===== config.mk =====
export PLATFORM = sky130hd
export DESIGN_NAME = min_max_feature_scaler_flat
export DESIGN_NICKNAME = d
export VERILOG_FILES = /design/src/mmfs_pkg.sv /design/src/mmfs_in_if.sv /design/src/mmfs_out_if.sv /design/src/mmfs_cfg_if.sv /design/src/mmfs_divider.sv /design/src/mmfs_datapath.sv /design/src/mmfs_ctrl.sv /design/src/min_max_feature_scaler.sv /design/src/flat_wrapper.sv
export SDC_FILE = /design/constraint.sdc
export NUM_CORES = 2
export LEC_CHECK = 0
export ABC_CLOCK_PERIOD_IN_PS = 12800
export BUFFER_PORTS_ARGS = -buffer_cell sky130_fd_sc_hd__buf_4
export CORE_MARGIN = 2
export CORE_UTILIZATION = 59
export CTS_BUF_LIST = sky130_fd_sc_hd__clkbuf_8
export DETAILED_ROUTE_END_ITERATION = 16
export GPL_ROUTABILITY_DRIVEN = 1
export PLACE_DENSITY = 0.74
export REMOVE_ABC_BUFFERS = 1
export SLEW_MARGIN = 5
export SYNTH_ARGS = -nofsm -noshare
export SYNTH_HDL_FRONTEND = slang
export SYNTH_SLANG_ARGS = --single-unit

===== constraint.sdc =====
create_clock -name clk -period 12.8 [get_ports clk]
set_clock_uncertainty 0.1 [all_clocks]
set_input_delay 0.64 -clock clk [delete_from_list [all_inputs] [get_ports clk]]
set_output_delay 0.64 -clock clk [all_outputs]
set_load 0.005 [all_outputs]

===== src/mmfs_pkg.sv =====
// shared types, constants and codes for the min-max feature scaler
`timescale 1ns / 1ps

package mmfs_pkg;

    // field widths
    localparam int DATA_W   = 16;
    localparam int OP_W     = 2;
    localparam int FIDX_W   = 4;
    localparam int ST_W     = 2;
    localparam int CFG_IDX_W = 1;

    // default feature count
    localparam int NUM_FEATURES_DEF = 16;

    // serial divider sizes: unsigned dividend and divisor magnitudes
    localparam int DVD_W = 32;
    localparam int DVS_W = 16;

    // configuration reset values
    localparam logic signed [DATA_W-1:0] RANGE_LOW_RST  = 16'sd0;
    localparam logic signed [DATA_W-1:0] RANGE_HIGH_RST = 16'sd256;

    // configuration register indexes
    localparam logic [CFG_IDX_W-1:0] CFG_RANGE_LOW  = 1'b0;
    localparam logic [CFG_IDX_W-1:0] CFG_RANGE_HIGH = 1'b1;

    // operation codes
    typedef enum logic [OP_W-1:0] {
        OP_FIT = 2'd0,
        OP_FWD = 2'd1,
        OP_INV = 2'd2,
        OP_NOP = 2'd3
    } op_t;

    // result status codes
    typedef enum logic [ST_W-1:0] {
        ST_OK        = 2'd0,
        ST_ZERO_SPAN = 2'd1,
        ST_SATURATED = 2'd2,
        ST_UNFITTED  = 2'd3
    } stat_code_t;

    // controller to datapath commands
    typedef struct packed {
        logic accept;
        logic load;
        logic mul;
        logic div_start;
        logic finish;
    } ctrl_cmd_t;

    // datapath to controller status
    typedef struct packed {
        logic need_calc;
        logic div_busy;
        logic div_done;
        logic out_free;
    } ctrl_stat_t;

endpackage


===== src/mmfs_in_if.sv =====
// input item channel: operation, feature index, value and first-sample flag
`timescale 1ns / 1ps

interface mmfs_in_if;
    logic                              valid;
    logic                              ready;
    logic [mmfs_pkg::OP_W-1:0]         opcode;
    logic [mmfs_pkg::FIDX_W-1:0]       feature_index;
    logic signed [mmfs_pkg::DATA_W-1:0] sample_value;
    logic                              first_sample;

    modport source (
        output valid, opcode, feature_index, sample_value, first_sample,
        input  ready
    );
    modport sink (
        input  valid, opcode, feature_index, sample_value, first_sample,
        output ready
    );
endinterface


===== src/mmfs_out_if.sv =====
// result channel: scaled value and status
`timescale 1ns / 1ps

interface mmfs_out_if;
    logic                              valid;
    logic                              ready;
    logic signed [mmfs_pkg::DATA_W-1:0] result_value;
    logic [mmfs_pkg::ST_W-1:0]         status;

    modport source (
        output valid, result_value, status,
        input  ready
    );
    modport sink (
        input  valid, result_value, status,
        output ready
    );
endinterface


===== src/mmfs_cfg_if.sv =====
// configuration write channel: register index and write data
`timescale 1ns / 1ps

interface mmfs_cfg_if;
    logic                               valid;
    logic                               ready;
    logic [mmfs_pkg::CFG_IDX_W-1:0]     index;
    logic [mmfs_pkg::DATA_W-1:0]        data;

    modport source (
        output valid, index, data,
        input  ready
    );
    modport sink (
        input  valid, index, data,
        output ready
    );
endinterface


===== src/mmfs_divider.sv =====
// radix-4 restoring unsigned divider, two quotient bits per cycle
`timescale 1ns / 1ps

module mmfs_divider (
    input  logic                         clk,
    input  logic                         rst_n,
    input  logic                         start,
    input  logic [mmfs_pkg::DVD_W-1:0]   dividend,
    input  logic [mmfs_pkg::DVS_W-1:0]   divisor,
    output logic [mmfs_pkg::DVD_W-1:0]   quotient,
    output logic                         busy,
    output logic                         done
);

    localparam int DVD_W = mmfs_pkg::DVD_W;
    localparam int DVS_W = mmfs_pkg::DVS_W;
    localparam int STEPS = DVD_W / 2;
    localparam int CNT_W = (STEPS > 1) ? $clog2(STEPS) : 1;

    logic [DVD_W-1:0] q_reg, q_next;
    logic [DVS_W-1:0] r_reg, r_next;
    logic [DVS_W-1:0] d_reg;
    logic [CNT_W-1:0] cnt_reg;
    logic             busy_reg;

    logic [DVS_W:0]   r1, r2, r1_sub, r2_sub;
    logic [DVS_W-1:0] r1_res;
    logic             ge1, ge2;

    // two dependent shift-subtract steps
    always_comb
    begin
        r1     = {r_reg, q_reg[DVD_W-1]};
        r1_sub = r1 - {1'b0, d_reg};
        ge1    = (r1 >= {1'b0, d_reg});
        r1_res = ge1 ? r1_sub[DVS_W-1:0] : r1[DVS_W-1:0];
        r2     = {r1_res, q_reg[DVD_W-2]};
        r2_sub = r2 - {1'b0, d_reg};
        ge2    = (r2 >= {1'b0, d_reg});
        r_next = ge2 ? r2_sub[DVS_W-1:0] : r2[DVS_W-1:0];
        q_next = {q_reg[DVD_W-3:0], ge1, ge2};
    end

    // control: iteration counter and busy flag
    always_ff @(posedge clk or negedge rst_n)
    begin
        if (!rst_n)
        begin
            busy_reg <= 1'b0;
            cnt_reg  <= '0;
        end
        else if (start)
        begin
            busy_reg <= 1'b1;
            cnt_reg  <= '0;
        end
        else if (busy_reg)
        begin
            cnt_reg <= cnt_reg + 1'b1;
            if (cnt_reg == CNT_W'(STEPS - 1))
            begin
                busy_reg <= 1'b0;
            end
        end
    end

    // datapath: partial remainder and quotient shift register
    always_ff @(posedge clk)
    begin
        if (start)
        begin
            q_reg <= dividend;
            r_reg <= '0;
            d_reg <= divisor;
        end
        else if (busy_reg)
        begin
            q_reg <= q_next;
            r_reg <= r_next;
        end
    end

    assign quotient = q_reg;
    assign busy     = busy_reg;
    assign done     = busy_reg && (cnt_reg == CNT_W'(STEPS - 1));

    // divider goes idle right after its last step
    a_done_idle: assert property (@(posedge clk) disable iff (!rst_n)
        done && !start |=> !busy_reg)
        else $error("divider still busy after last step");

endmodule


===== src/mmfs_datapath.sv =====
// datapath: range registers, feature statistics, multiplier, divider, output register
`timescale 1ns / 1ps

module mmfs_datapath #(
    parameter int NUM_FEATURES = mmfs_pkg::NUM_FEATURES_DEF
) (
    input  logic                                clk,
    input  logic                                rst_n,
    input  mmfs_pkg::ctrl_cmd_t                 cmd,
    output mmfs_pkg::ctrl_stat_t                stat,
    input  logic [mmfs_pkg::OP_W-1:0]           opcode,
    input  logic [mmfs_pkg::FIDX_W-1:0]         feature_index,
    input  logic signed [mmfs_pkg::DATA_W-1:0]  sample_value,
    input  logic                                first_sample,
    input  logic                                cfg_valid,
    input  logic [mmfs_pkg::CFG_IDX_W-1:0]      cfg_index,
    input  logic [mmfs_pkg::DATA_W-1:0]         cfg_data,
    output logic                                out_valid,
    input  logic                                out_ready,
    output logic signed [mmfs_pkg::DATA_W-1:0]  result_value,
    output logic [mmfs_pkg::ST_W-1:0]           status
);

    localparam int DATA_W = mmfs_pkg::DATA_W;
    localparam int FIDX_W = mmfs_pkg::FIDX_W;
    localparam int DVD_W  = mmfs_pkg::DVD_W;
    localparam int DVS_W  = mmfs_pkg::DVS_W;
    localparam int OPR_W  = DATA_W + 1;
    localparam int PRD_W  = 2 * OPR_W;
    localparam int SUM_W  = PRD_W + 1;
    // only indexes the input field can name need storage
    localparam int DEPTH  = (NUM_FEATURES < (1 << FIDX_W)) ? NUM_FEATURES : (1 << FIDX_W);
    localparam int IX_W   = (DEPTH > 1) ? $clog2(DEPTH) : 1;

    localparam logic signed [SUM_W-1:0] SAT_HI = SUM_W'(32767);
    localparam logic signed [SUM_W-1:0] SAT_LO = -SUM_W'(32768);

    // item and configuration registers
    mmfs_pkg::op_t              op_reg;
    logic [FIDX_W-1:0]          idx_reg;
    logic signed [DATA_W-1:0]   v_reg;
    logic                       first_reg;
    logic signed [DATA_W-1:0]   rlo_reg;
    logic signed [DATA_W-1:0]   rhi_reg;

    // feature statistics
    logic signed [DATA_W-1:0]   min_reg [DEPTH];
    logic signed [DATA_W-1:0]   max_reg [DEPTH];
    logic [DEPTH-1:0]           fitted_reg;

    // arithmetic operands and intermediate results
    logic signed [OPR_W-1:0]    a_reg, b_reg, c_reg;
    logic signed [DATA_W-1:0]   off_reg;
    logic signed [PRD_W-1:0]    prod_reg;
    logic                       neg_reg;
    logic                       calc_reg;
    logic signed [DATA_W-1:0]   early_res_reg;
    mmfs_pkg::stat_code_t       early_st_reg;

    // output register
    logic                       out_valid_reg;
    logic signed [DATA_W-1:0]   res_out_reg;
    mmfs_pkg::stat_code_t       st_out_reg;

    logic [IX_W-1:0]            ix;
    logic                       idx_ok;
    logic                       fitted;
    logic signed [DATA_W-1:0]   mn, mx;
    logic signed [OPR_W-1:0]    span, rspan, a_fwd, a_inv;
    logic                       need_calc;
    logic signed [DATA_W-1:0]   early_res_next;
    mmfs_pkg::stat_code_t       early_st_next;

    logic [PRD_W-1:0]           abs_prod;
    logic [OPR_W-1:0]           abs_c;
    logic [DVD_W-1:0]           div_dividend;
    logic [DVD_W-1:0]           quotient;
    logic                       div_busy, div_done;

    logic signed [PRD_W-1:0]    q_signed;
    logic signed [SUM_W-1:0]    sum;
    logic signed [DATA_W-1:0]   res_next;
    mmfs_pkg::stat_code_t       st_next;
    logic                       out_free;

    // configuration writes
    always_ff @(posedge clk or negedge rst_n)
    begin
        if (!rst_n)
        begin
            rlo_reg <= mmfs_pkg::RANGE_LOW_RST;
            rhi_reg <= mmfs_pkg::RANGE_HIGH_RST;
        end
        else if (cfg_valid)
        begin
            unique case (cfg_index)
                mmfs_pkg::CFG_RANGE_LOW:  rlo_reg <= cfg_data;
                mmfs_pkg::CFG_RANGE_HIGH: rhi_reg <= cfg_data;
            endcase
        end
    end

    // capture the accepted item
    always_ff @(posedge clk)
    begin
        if (cmd.accept)
        begin
            op_reg    <= mmfs_pkg::op_t'(opcode);
            idx_reg   <= feature_index;
            v_reg     <= sample_value;
            first_reg <= first_sample;
        end
    end

    // statistics lookup and operand selection
    always_comb
    begin
        ix     = idx_reg[IX_W-1:0];
        idx_ok = (32'(idx_reg) < NUM_FEATURES);
        mn     = min_reg[ix];
        mx     = max_reg[ix];
        fitted = idx_ok && fitted_reg[ix];
        span   = {mx[DATA_W-1], mx} - {mn[DATA_W-1], mn};
        rspan  = {rhi_reg[DATA_W-1], rhi_reg} - {rlo_reg[DATA_W-1], rlo_reg};
        a_fwd  = {v_reg[DATA_W-1], v_reg} - {mn[DATA_W-1], mn};
        a_inv  = {v_reg[DATA_W-1], v_reg} - {rlo_reg[DATA_W-1], rlo_reg};

        need_calc      = 1'b0;
        early_res_next = '0;
        early_st_next  = mmfs_pkg::ST_OK;
        unique case (op_reg)
            mmfs_pkg::OP_FWD:
            begin
                if (!fitted)
                begin
                    early_st_next = mmfs_pkg::ST_UNFITTED;
                end
                else if (span == '0)
                begin
                    early_res_next = rlo_reg;
                    early_st_next  = mmfs_pkg::ST_ZERO_SPAN;
                end
                else
                begin
                    need_calc = 1'b1;
                end
            end
            mmfs_pkg::OP_INV:
            begin
                if (!fitted)
                begin
                    early_st_next = mmfs_pkg::ST_UNFITTED;
                end
                else if (rspan == '0)
                begin
                    early_res_next = mn;
                    early_st_next  = mmfs_pkg::ST_ZERO_SPAN;
                end
                else
                begin
                    need_calc = 1'b1;
                end
            end
            default:
            begin
                early_res_next = '0;
                early_st_next  = mmfs_pkg::ST_OK;
            end
        endcase
    end

    // fit: fold the sample into min and max
    always_ff @(posedge clk)
    begin
        if (cmd.load && (op_reg == mmfs_pkg::OP_FIT) && idx_ok)
        begin
            if (first_reg || !fitted_reg[ix])
            begin
                min_reg[ix] <= v_reg;
                max_reg[ix] <= v_reg;
            end
            else
            begin
                if (v_reg < mn)
                begin
                    min_reg[ix] <= v_reg;
                end
                if (v_reg > mx)
                begin
                    max_reg[ix] <= v_reg;
                end
            end
        end
    end

    // fitted flags
    always_ff @(posedge clk or negedge rst_n)
    begin
        if (!rst_n)
        begin
            fitted_reg <= '0;
        end
        else if (cmd.load && (op_reg == mmfs_pkg::OP_FIT) && idx_ok)
        begin
            fitted_reg[ix] <= 1'b1;
        end
    end

    // operand, offset and early result registers
    always_ff @(posedge clk)
    begin
        if (cmd.load)
        begin
            calc_reg      <= need_calc;
            early_res_reg <= early_res_next;
            early_st_reg  <= early_st_next;
            if (op_reg == mmfs_pkg::OP_INV)
            begin
                a_reg   <= a_inv;
                b_reg   <= span;
                c_reg   <= rspan;
                off_reg <= mn;
            end
            else
            begin
                a_reg   <= a_fwd;
                b_reg   <= rspan;
                c_reg   <= span;
                off_reg <= rlo_reg;
            end
        end
    end

    // product
    always_ff @(posedge clk)
    begin
        if (cmd.mul)
        begin
            prod_reg <= a_reg * b_reg;
        end
    end

    // magnitudes and rounding bias for the divider
    always_comb
    begin
        abs_prod     = prod_reg[PRD_W-1] ? PRD_W'(-prod_reg) : PRD_W'(prod_reg);
        abs_c        = c_reg[OPR_W-1] ? OPR_W'(-c_reg) : OPR_W'(c_reg);
        div_dividend = abs_prod[DVD_W-1:0] + DVD_W'(abs_c[DVS_W-1:1]);
    end

    always_ff @(posedge clk)
    begin
        if (cmd.div_start)
        begin
            neg_reg <= prod_reg[PRD_W-1] ^ c_reg[OPR_W-1];
        end
    end

    mmfs_divider u_div (
        .clk      (clk),
        .rst_n    (rst_n),
        .start    (cmd.div_start),
        .dividend (div_dividend),
        .divisor  (abs_c[DVS_W-1:0]),
        .quotient (quotient),
        .busy     (div_busy),
        .done     (div_done)
    );

    // sign, offset and saturation
    always_comb
    begin
        q_signed = neg_reg ? -$signed({2'b00, quotient}) : $signed({2'b00, quotient});
        sum      = {q_signed[PRD_W-1], q_signed}
                 + {{(SUM_W-DATA_W){off_reg[DATA_W-1]}}, off_reg};
        if (!calc_reg)
        begin
            res_next = early_res_reg;
            st_next  = early_st_reg;
        end
        else if (sum > SAT_HI)
        begin
            res_next = 16'sh7fff;
            st_next  = mmfs_pkg::ST_SATURATED;
        end
        else if (sum < SAT_LO)
        begin
            res_next = 16'sh8000;
            st_next  = mmfs_pkg::ST_SATURATED;
        end
        else
        begin
            res_next = sum[DATA_W-1:0];
            st_next  = mmfs_pkg::ST_OK;
        end
    end

    // output register
    assign out_free = !out_valid_reg || out_ready;

    always_ff @(posedge clk or negedge rst_n)
    begin
        if (!rst_n)
        begin
            out_valid_reg <= 1'b0;
        end
        else if (cmd.finish)
        begin
            out_valid_reg <= 1'b1;
        end
        else if (out_ready)
        begin
            out_valid_reg <= 1'b0;
        end
    end

    always_ff @(posedge clk)
    begin
        if (cmd.finish)
        begin
            res_out_reg <= res_next;
            st_out_reg  <= st_next;
        end
    end

    assign out_valid    = out_valid_reg;
    assign result_value = res_out_reg;
    assign status       = st_out_reg;

    assign stat.need_calc = need_calc;
    assign stat.div_busy  = div_busy;
    assign stat.div_done  = div_done;
    assign stat.out_free  = out_free;

    // divider is only started when free
    a_start_free: assert property (@(posedge clk) disable iff (!rst_n)
        cmd.div_start |-> !div_busy)
        else $error("divider started while busy");

    // a finished item shows up in the output register
    a_finish_out: assert property (@(posedge clk) disable iff (!rst_n)
        cmd.finish |=> out_valid_reg)
        else $error("finished item not presented");

    // saturated results sit at an end of the range
    a_sat_end: assert property (@(posedge clk) disable iff (!rst_n)
        out_valid_reg && (st_out_reg == mmfs_pkg::ST_SATURATED)
        |-> (res_out_reg == 16'sh7fff) || (res_out_reg == 16'sh8000))
        else $error("saturated result not clamped");

endmodule


===== src/mmfs_ctrl.sv =====
// controller: sequences accept, lookup and output per item, with multiply and divide when arithmetic is needed
`timescale 1ns / 1ps

module mmfs_ctrl (
    input  logic                  clk,
    input  logic                  rst_n,
    input  logic                  in_valid,
    output logic                  in_ready,
    input  mmfs_pkg::ctrl_stat_t  stat,
    output mmfs_pkg::ctrl_cmd_t   cmd
);

    typedef enum logic [5:0] {
        S_IDLE = 6'b000001,
        S_LOAD = 6'b000010,
        S_MUL  = 6'b000100,
        S_PREP = 6'b001000,
        S_DIV  = 6'b010000,
        S_FIN  = 6'b100000
    } state_t;

    state_t state_reg, state_next;

    // next state and commands
    always_comb
    begin
        state_next    = state_reg;
        cmd           = '0;
        in_ready      = 1'b0;
        unique case (state_reg)
            S_IDLE:
            begin
                in_ready   = 1'b1;
                cmd.accept = in_valid;
                if (in_valid)
                begin
                    state_next = S_LOAD;
                end
            end
            S_LOAD:
            begin
                cmd.load   = 1'b1;
                state_next = stat.need_calc ? S_MUL : S_FIN;
            end
            S_MUL:
            begin
                cmd.mul    = 1'b1;
                state_next = S_PREP;
            end
            S_PREP:
            begin
                cmd.div_start = 1'b1;
                state_next    = S_DIV;
            end
            S_DIV:
            begin
                if (stat.div_done)
                begin
                    state_next = S_FIN;
                end
            end
            S_FIN:
            begin
                cmd.finish = stat.out_free;
                if (stat.out_free)
                begin
                    state_next = S_IDLE;
                end
            end
            default:
            begin
                state_next = S_IDLE;
            end
        endcase
    end

    // state register
    always_ff @(posedge clk or negedge rst_n)
    begin
        if (!rst_n)
        begin
            state_reg <= S_IDLE;
        end
        else
        begin
            state_reg <= state_next;
        end
    end

    // waiting on the divider only while it runs
    a_div_busy: assert property (@(posedge clk) disable iff (!rst_n)
        (state_reg == S_DIV) |-> stat.div_busy)
        else $error("controller waiting on idle divider");

endmodule


===== src/min_max_feature_scaler.sv =====
// top level: per-feature min-max scaler in signed Q8.8
// forward and inverse: accept, load, multiply, divider start, divide, then finish;
//   fit, no-op, zero-span and unfitted transactions go from load straight to finish
// one transaction is handled at a time; finish waits for a free output register;
//   the radix-4 serial divider (16 steps for a 32-bit dividend) is the slowest part
// a new transaction is taken while the previous result waits in the output register
// reset: asynchronous active low; range_low 0, range_high 256 (1.0), all features unfitted
`timescale 1ns / 1ps

module min_max_feature_scaler #(
    parameter int NUM_FEATURES = mmfs_pkg::NUM_FEATURES_DEF
) (
    input  logic           clk,
    input  logic           rst_n,
    mmfs_in_if.sink        sample,
    mmfs_out_if.source     result,
    mmfs_cfg_if.sink       cfg
);

    mmfs_pkg::ctrl_cmd_t   cmd;
    mmfs_pkg::ctrl_stat_t  stat;

    // configuration writes are always taken
    assign cfg.ready = 1'b1;

    // controller
    mmfs_ctrl u_ctrl (
        .clk      (clk),
        .rst_n    (rst_n),
        .in_valid (sample.valid),
        .in_ready (sample.ready),
        .stat     (stat),
        .cmd      (cmd)
    );

    // datapath
    mmfs_datapath #(
        .NUM_FEATURES (NUM_FEATURES)
    ) u_dp (
        .clk           (clk),
        .rst_n         (rst_n),
        .cmd           (cmd),
        .stat          (stat),
        .opcode        (sample.opcode),
        .feature_index (sample.feature_index),
        .sample_value  (sample.sample_value),
        .first_sample  (sample.first_sample),
        .cfg_valid     (cfg.valid),
        .cfg_index     (cfg.index),
        .cfg_data      (cfg.data),
        .out_valid     (result.valid),
        .out_ready     (result.ready),
        .result_value  (result.result_value),
        .status        (result.status)
    );

endmodule

===== src/flat_wrapper.sv =====
// flat-port wrapper written by rule: the top's interface ports become plain ports
module min_max_feature_scaler_flat 
#(
    parameter int NUM_FEATURES = mmfs_pkg::NUM_FEATURES_DEF
)
  (clk, rst_n, sample_valid, sample_opcode, sample_feature_index, sample_sample_value, sample_first_sample, sample_ready, result_valid, result_result_value, result_status, result_ready, cfg_valid, cfg_index, cfg_data, cfg_ready);
  mmfs_in_if sample_i ();
  mmfs_out_if result_i ();
  mmfs_cfg_if cfg_i ();
  input  logic clk;
  input  logic rst_n;
  input wire logic [$bits(sample_i.valid)-1:0] sample_valid;
  input wire logic [$bits(sample_i.opcode)-1:0] sample_opcode;
  input wire logic [$bits(sample_i.feature_index)-1:0] sample_feature_index;
  input wire logic [$bits(sample_i.sample_value)-1:0] sample_sample_value;
  input wire logic [$bits(sample_i.first_sample)-1:0] sample_first_sample;
  output wire logic [$bits(sample_i.ready)-1:0] sample_ready;
  output wire logic [$bits(result_i.valid)-1:0] result_valid;
  output wire logic [$bits(result_i.result_value)-1:0] result_result_value;
  output wire logic [$bits(result_i.status)-1:0] result_status;
  input wire logic [$bits(result_i.ready)-1:0] result_ready;
  input wire logic [$bits(cfg_i.valid)-1:0] cfg_valid;
  input wire logic [$bits(cfg_i.index)-1:0] cfg_index;
  input wire logic [$bits(cfg_i.data)-1:0] cfg_data;
  output wire logic [$bits(cfg_i.ready)-1:0] cfg_ready;
  assign sample_i.valid = sample_valid;
  assign sample_i.opcode = sample_opcode;
  assign sample_i.feature_index = sample_feature_index;
  assign sample_i.sample_value = sample_sample_value;
  assign sample_i.first_sample = sample_first_sample;
  assign sample_ready = sample_i.ready;
  assign result_valid = result_i.valid;
  assign result_result_value = result_i.result_value;
  assign result_status = result_i.status;
  assign result_i.ready = result_ready;
  assign cfg_i.valid = cfg_valid;
  assign cfg_i.index = cfg_index;
  assign cfg_i.data = cfg_data;
  assign cfg_ready = cfg_i.ready;
  min_max_feature_scaler #(.NUM_FEATURES(NUM_FEATURES)) u_core (.clk(clk), .rst_n(rst_n), .sample(sample_i), .result(result_i), .cfg(cfg_i));
endmodule

==> results list <==
* Outcome: finished, final reports clean
- The worst path needs 7.52 ns of the cycle, external delays included.
- The critical path goes through and2_1 > fa_1 > inv_1 > fa_1 > fa_1 > fa_1 > inv_1 > fa_1 > inv_1 > fa_1 > inv_1 > ha_1 > a21oi_1 > o21ai_0 > a21oi_1 > nand4b_1 > a31oi_1 > o21ai_1 > o21a_1 > o21ai_0 > or4_1 > a31o_2 > a21oi_1 > xnor2_1.
- Count of warnings emitted by yosys: 0
- In the final routed layout, each cell accounts on average for 22.8 um.
- The clock tree synthesis step divided the H-tree into 3 levels.
- Largest net degree at the start of global routing: 84
- Number of antenna violations at the first check in global routing: 2
* Clock-pin slew reported for the worst setup and hold paths after clock tree synthesis: 0.07 ns
* Netlist Area Pre-Place: 0.0508 mm^2
* Count of final max-slew check failures: 0
- The critical path ends at u_core.u_dp.prod_reg[33]$_DFFE_PP_.
- With fillers left out, the area of the finished cells amounts to 0.0555 mm^2.
- Count of endpoints failing hold in the final timing report: 0
* Floorplan die area: 0.0884 mm^2
* EDFF count, synth: 721
- Weighted congestion reported at the end of routability-driven placement: 0.926
- Crit path largest cell delay: 0.69 ns
- The number of global-route vias before repair is 33.1k.
- Critical Path Source Type: flop
- Final wirelength: 126000 um
- The startpoint identified for the worst register-to-register timing path is u_core.u_dp.b_reg[7]$_DFFE_PN_.
* Chip Height: 297 um
- The share of the Yosys chip area taken by registers is 46.4%.
- Dividing the synthesized area by the synthesized cell count gives 12.3 um^2.
* Final HPWL DP: 89300 um
- The cell that appears most often on the critical path is sky130_fd_sc_hd__fa_1.
- The total area inside the core boundary comes to 0.0853 mm^2.
- At the pin with the least slew margin, the transition time is 1.22 ns.
- Post-synthesis cell type count: 88
- Maximum capacitance violations: 0
- Of all nets on the critical path, the largest fanout is 17.
- Global routing used 28.7% of the available tracks across all layers.
- Final net count: 4854
* Cell area after placement: 0.0527 mm^2
- The first detailed-routing pass ran for 6 iterations.
* Maximum count of clock buffers along a single path: 3
- Post-synthesis register bit count: 801
- Leading cell types in the layout, fill and taps excluded: 721 x sky130_fd_sc_hd__edfxtp_1, 475 x sky130_fd_sc_hd__inv_1, 393 x sky130_fd_sc_hd__nand2_1
- Row generation in the floorplan step produced 107 rows.
- Total CTS buffers: 121
- In this run, the number of DRC markers left after iteration 0 of detailed routing was 3155.
- The detail route stage leaves a number of antenna-violating nets equal to 0.
- The most critical setup path has its startpoint at u_core.u_dp.b_reg[7]$_DFFE_PN_.
* Kind of end point of the critical path: flop
* Hold crit path type: in -> reg
- Final setup violation count: 0
- Worst r2r dst: u_core.u_dp.prod_reg[33]$_DFFE_PP_
- Based on the critical path, the design can be clocked at up to 133 MHz.
- The clock net in this run drives a total of 801 sinks.
- By startpoint and endpoint, the worst setup path is classified as reg -> reg.
- FFs w/ async S/R, synth: 7.49%
- In the synthesized netlist, the number of instances is 4120.
- For this run, design rule violations remaining after detail routing come to 0.
* Data arrival at the endpoint of the critical path: 7.91 ns
- Commonest non-fill, non-tap cell in the layout: sky130_fd_sc_hd__edfxtp_1
- Clock tree from TritonCTS: done
- R2R Setup Slk: 5.28 ns
- Pin placement for this block handled 66 I/O pins.
- The initial utilization of the core area, before any placement, comes to 59.5%.
- Most common flop cell mapped by yosys: sky130_fd_sc_hd__edfxtp_1
- The slowest stage of the critical path is the sky130_fd_sc_hd__edfxtp_1 cell.
* Vias per cell: 6.03
- In this run the tightest slew margin relative to its limit is 18.1%.
- Total vias in the final route: 33.2k
- Proportion of layout cells with a drive suffix above 1: 12.3%
* Critical path data required time: 13.19 ns
- Quantity of I/O buffers inserted on ports: 64
- Setup repair after global routing left no endpoint under its margin.
- Global-route wire length before repair: 193000 um
- Remaining global-route overflow: 0
- Area grow syn2layout: 9.27%
- Clock latency on the worst-skew pair: 0.80 ns
* Filler Cell Count: 6300
- In this run the horizontal extent of the chip is 297 um.
- Across the whole layout, storage elements account for 0.0236 mm^2.
- Portion of the clock cycle consumed by the worst path in the final layout: 58.8%
- In this run the clock root is driven by a sky130_fd_sc_hd__clkbuf_8.
- Area of the multi-input gates: 0.0251 mm^2
* Depth of the worst register-to-register path: 24
area by class of cell:
type | instances | share of cell area [%]
Multi-Input combinational cell | 2734 | 45.2
Sequential cell | 801 | 42.5
Clock buffer | 138 | 3.42
Inverter | 435 | 2.94
Tap cell | 1144 | 2.58
Timing Repair Buffer | 159 | 2.30
Clock inverter | 91 | 1.06
Antenna cell | 1 | 0.00451
critical path, delay by kind of cell (launching register included):
| kind | cells | cell delay [ns] |
|---|---|---|
| compound gates | 9 | 1.97 |
| simple gates | 3 | 0.88 |
| buf+inv | 4 | 0.20 |
| xor+xnor | 1 | 0.10 |
| flops | 1 | 0.69 |
| fa+ha+maj | 7 | 3.29 |
metrics by stage:
step | TNS, ns | instances | hold slack [ns] | setup WS [ns] | utilization (%)
after floorplan | -9.55 | 3970 | 0.244 | -0.189 | -
after global placement | 0 | 5246 | 0.346 | 5.50 | 61.8
after detailed placement | 0 | 5246 | 0.350 | 5.37 | 61.8
after CTS | 0 | 5502 | 0.00118 | 5.34 | 65.0
after global routing | 0 | 5503 | 0.0427 | 4.92 | 65.0
final | 0 | 5503 | 0.0546 | 5.28 | 65.0
synth_stat cells (all sizes together), types with 58 or more instances:
cell	count	area (um^2)
nand2	393	1480
o21ai	197	986
a21oi	146	731
xnor2	159	1390
nand3	80	450
nor2	204	766
dfrtp	58	1450
inv	435	1630
edfxtp	721	21700
mux4	165	3720
fa	304	6090
clkbuf	126	474
and2	142	888
ha	253	3170
xor2	68	596
what timing repair did:
| item | in CTS | in global routing |
|---|---|---|
| setup buffers | 0 | 0 |
| hold buffers | 27 | 0 |
| gates resized for setup | 0 | 0 |
| endpoints found under the hold margin | 89 | 0 |
logic make-up after synthesis:
logic type	synth area share, %
DFF	46.4
adders and majority gates	18.2
muxes	8.66
other	0.00739
buffers and inverters	4.36
and+or+nand+nor	10.6
xor gates and xnor gates	3.92
AOI/OAI and AO/OA	7.80
metal layers:
metal,track usage (%),routed length (um),up-vias
li1,-,-,15000
met1,39.0,50800,16700
met2,48.1,62000,1290
met3,3.49,8340,248
met4,9.96,4490,0
met5,0,0,-
how the worst min path moves through the flow:
stage	slack (ns)	cells after the start	startpoint	to
5_1_grt	0.04	3	cfg_data[6]	u_core.u_dp.rlo_reg[6]$_DFFE_PN0P_
6_report	0.05	3	cfg_data[12]	u_core.u_dp.rlo_reg[12]$_DFFE_PN0P_
3_3_place_gp	0.35	1	u_core.u_dp.fitted_reg[6]$_DFFE_PN0P_	u_core.u_dp.fitted_reg[6]$_DFFE_PN0P_
2_1_floorplan	0.24	0	rst_n	u_core.u_ctrl.state_reg[1]$_DFFE_PN0P_
3_5_place_dp	0.35	1	u_core.u_dp.fitted_reg[13]$_DFFE_PN0P_	u_core.u_dp.fitted_reg[13]$_DFFE_PN0P_
4_1_cts	0.001	3	cfg_data[12]	u_core.u_dp.rlo_reg[12]$_DFFE_PN0P_
Power is not shown: default switching activity piles up to over one toggle a cycle in this logic, so the estimate is an artifact.
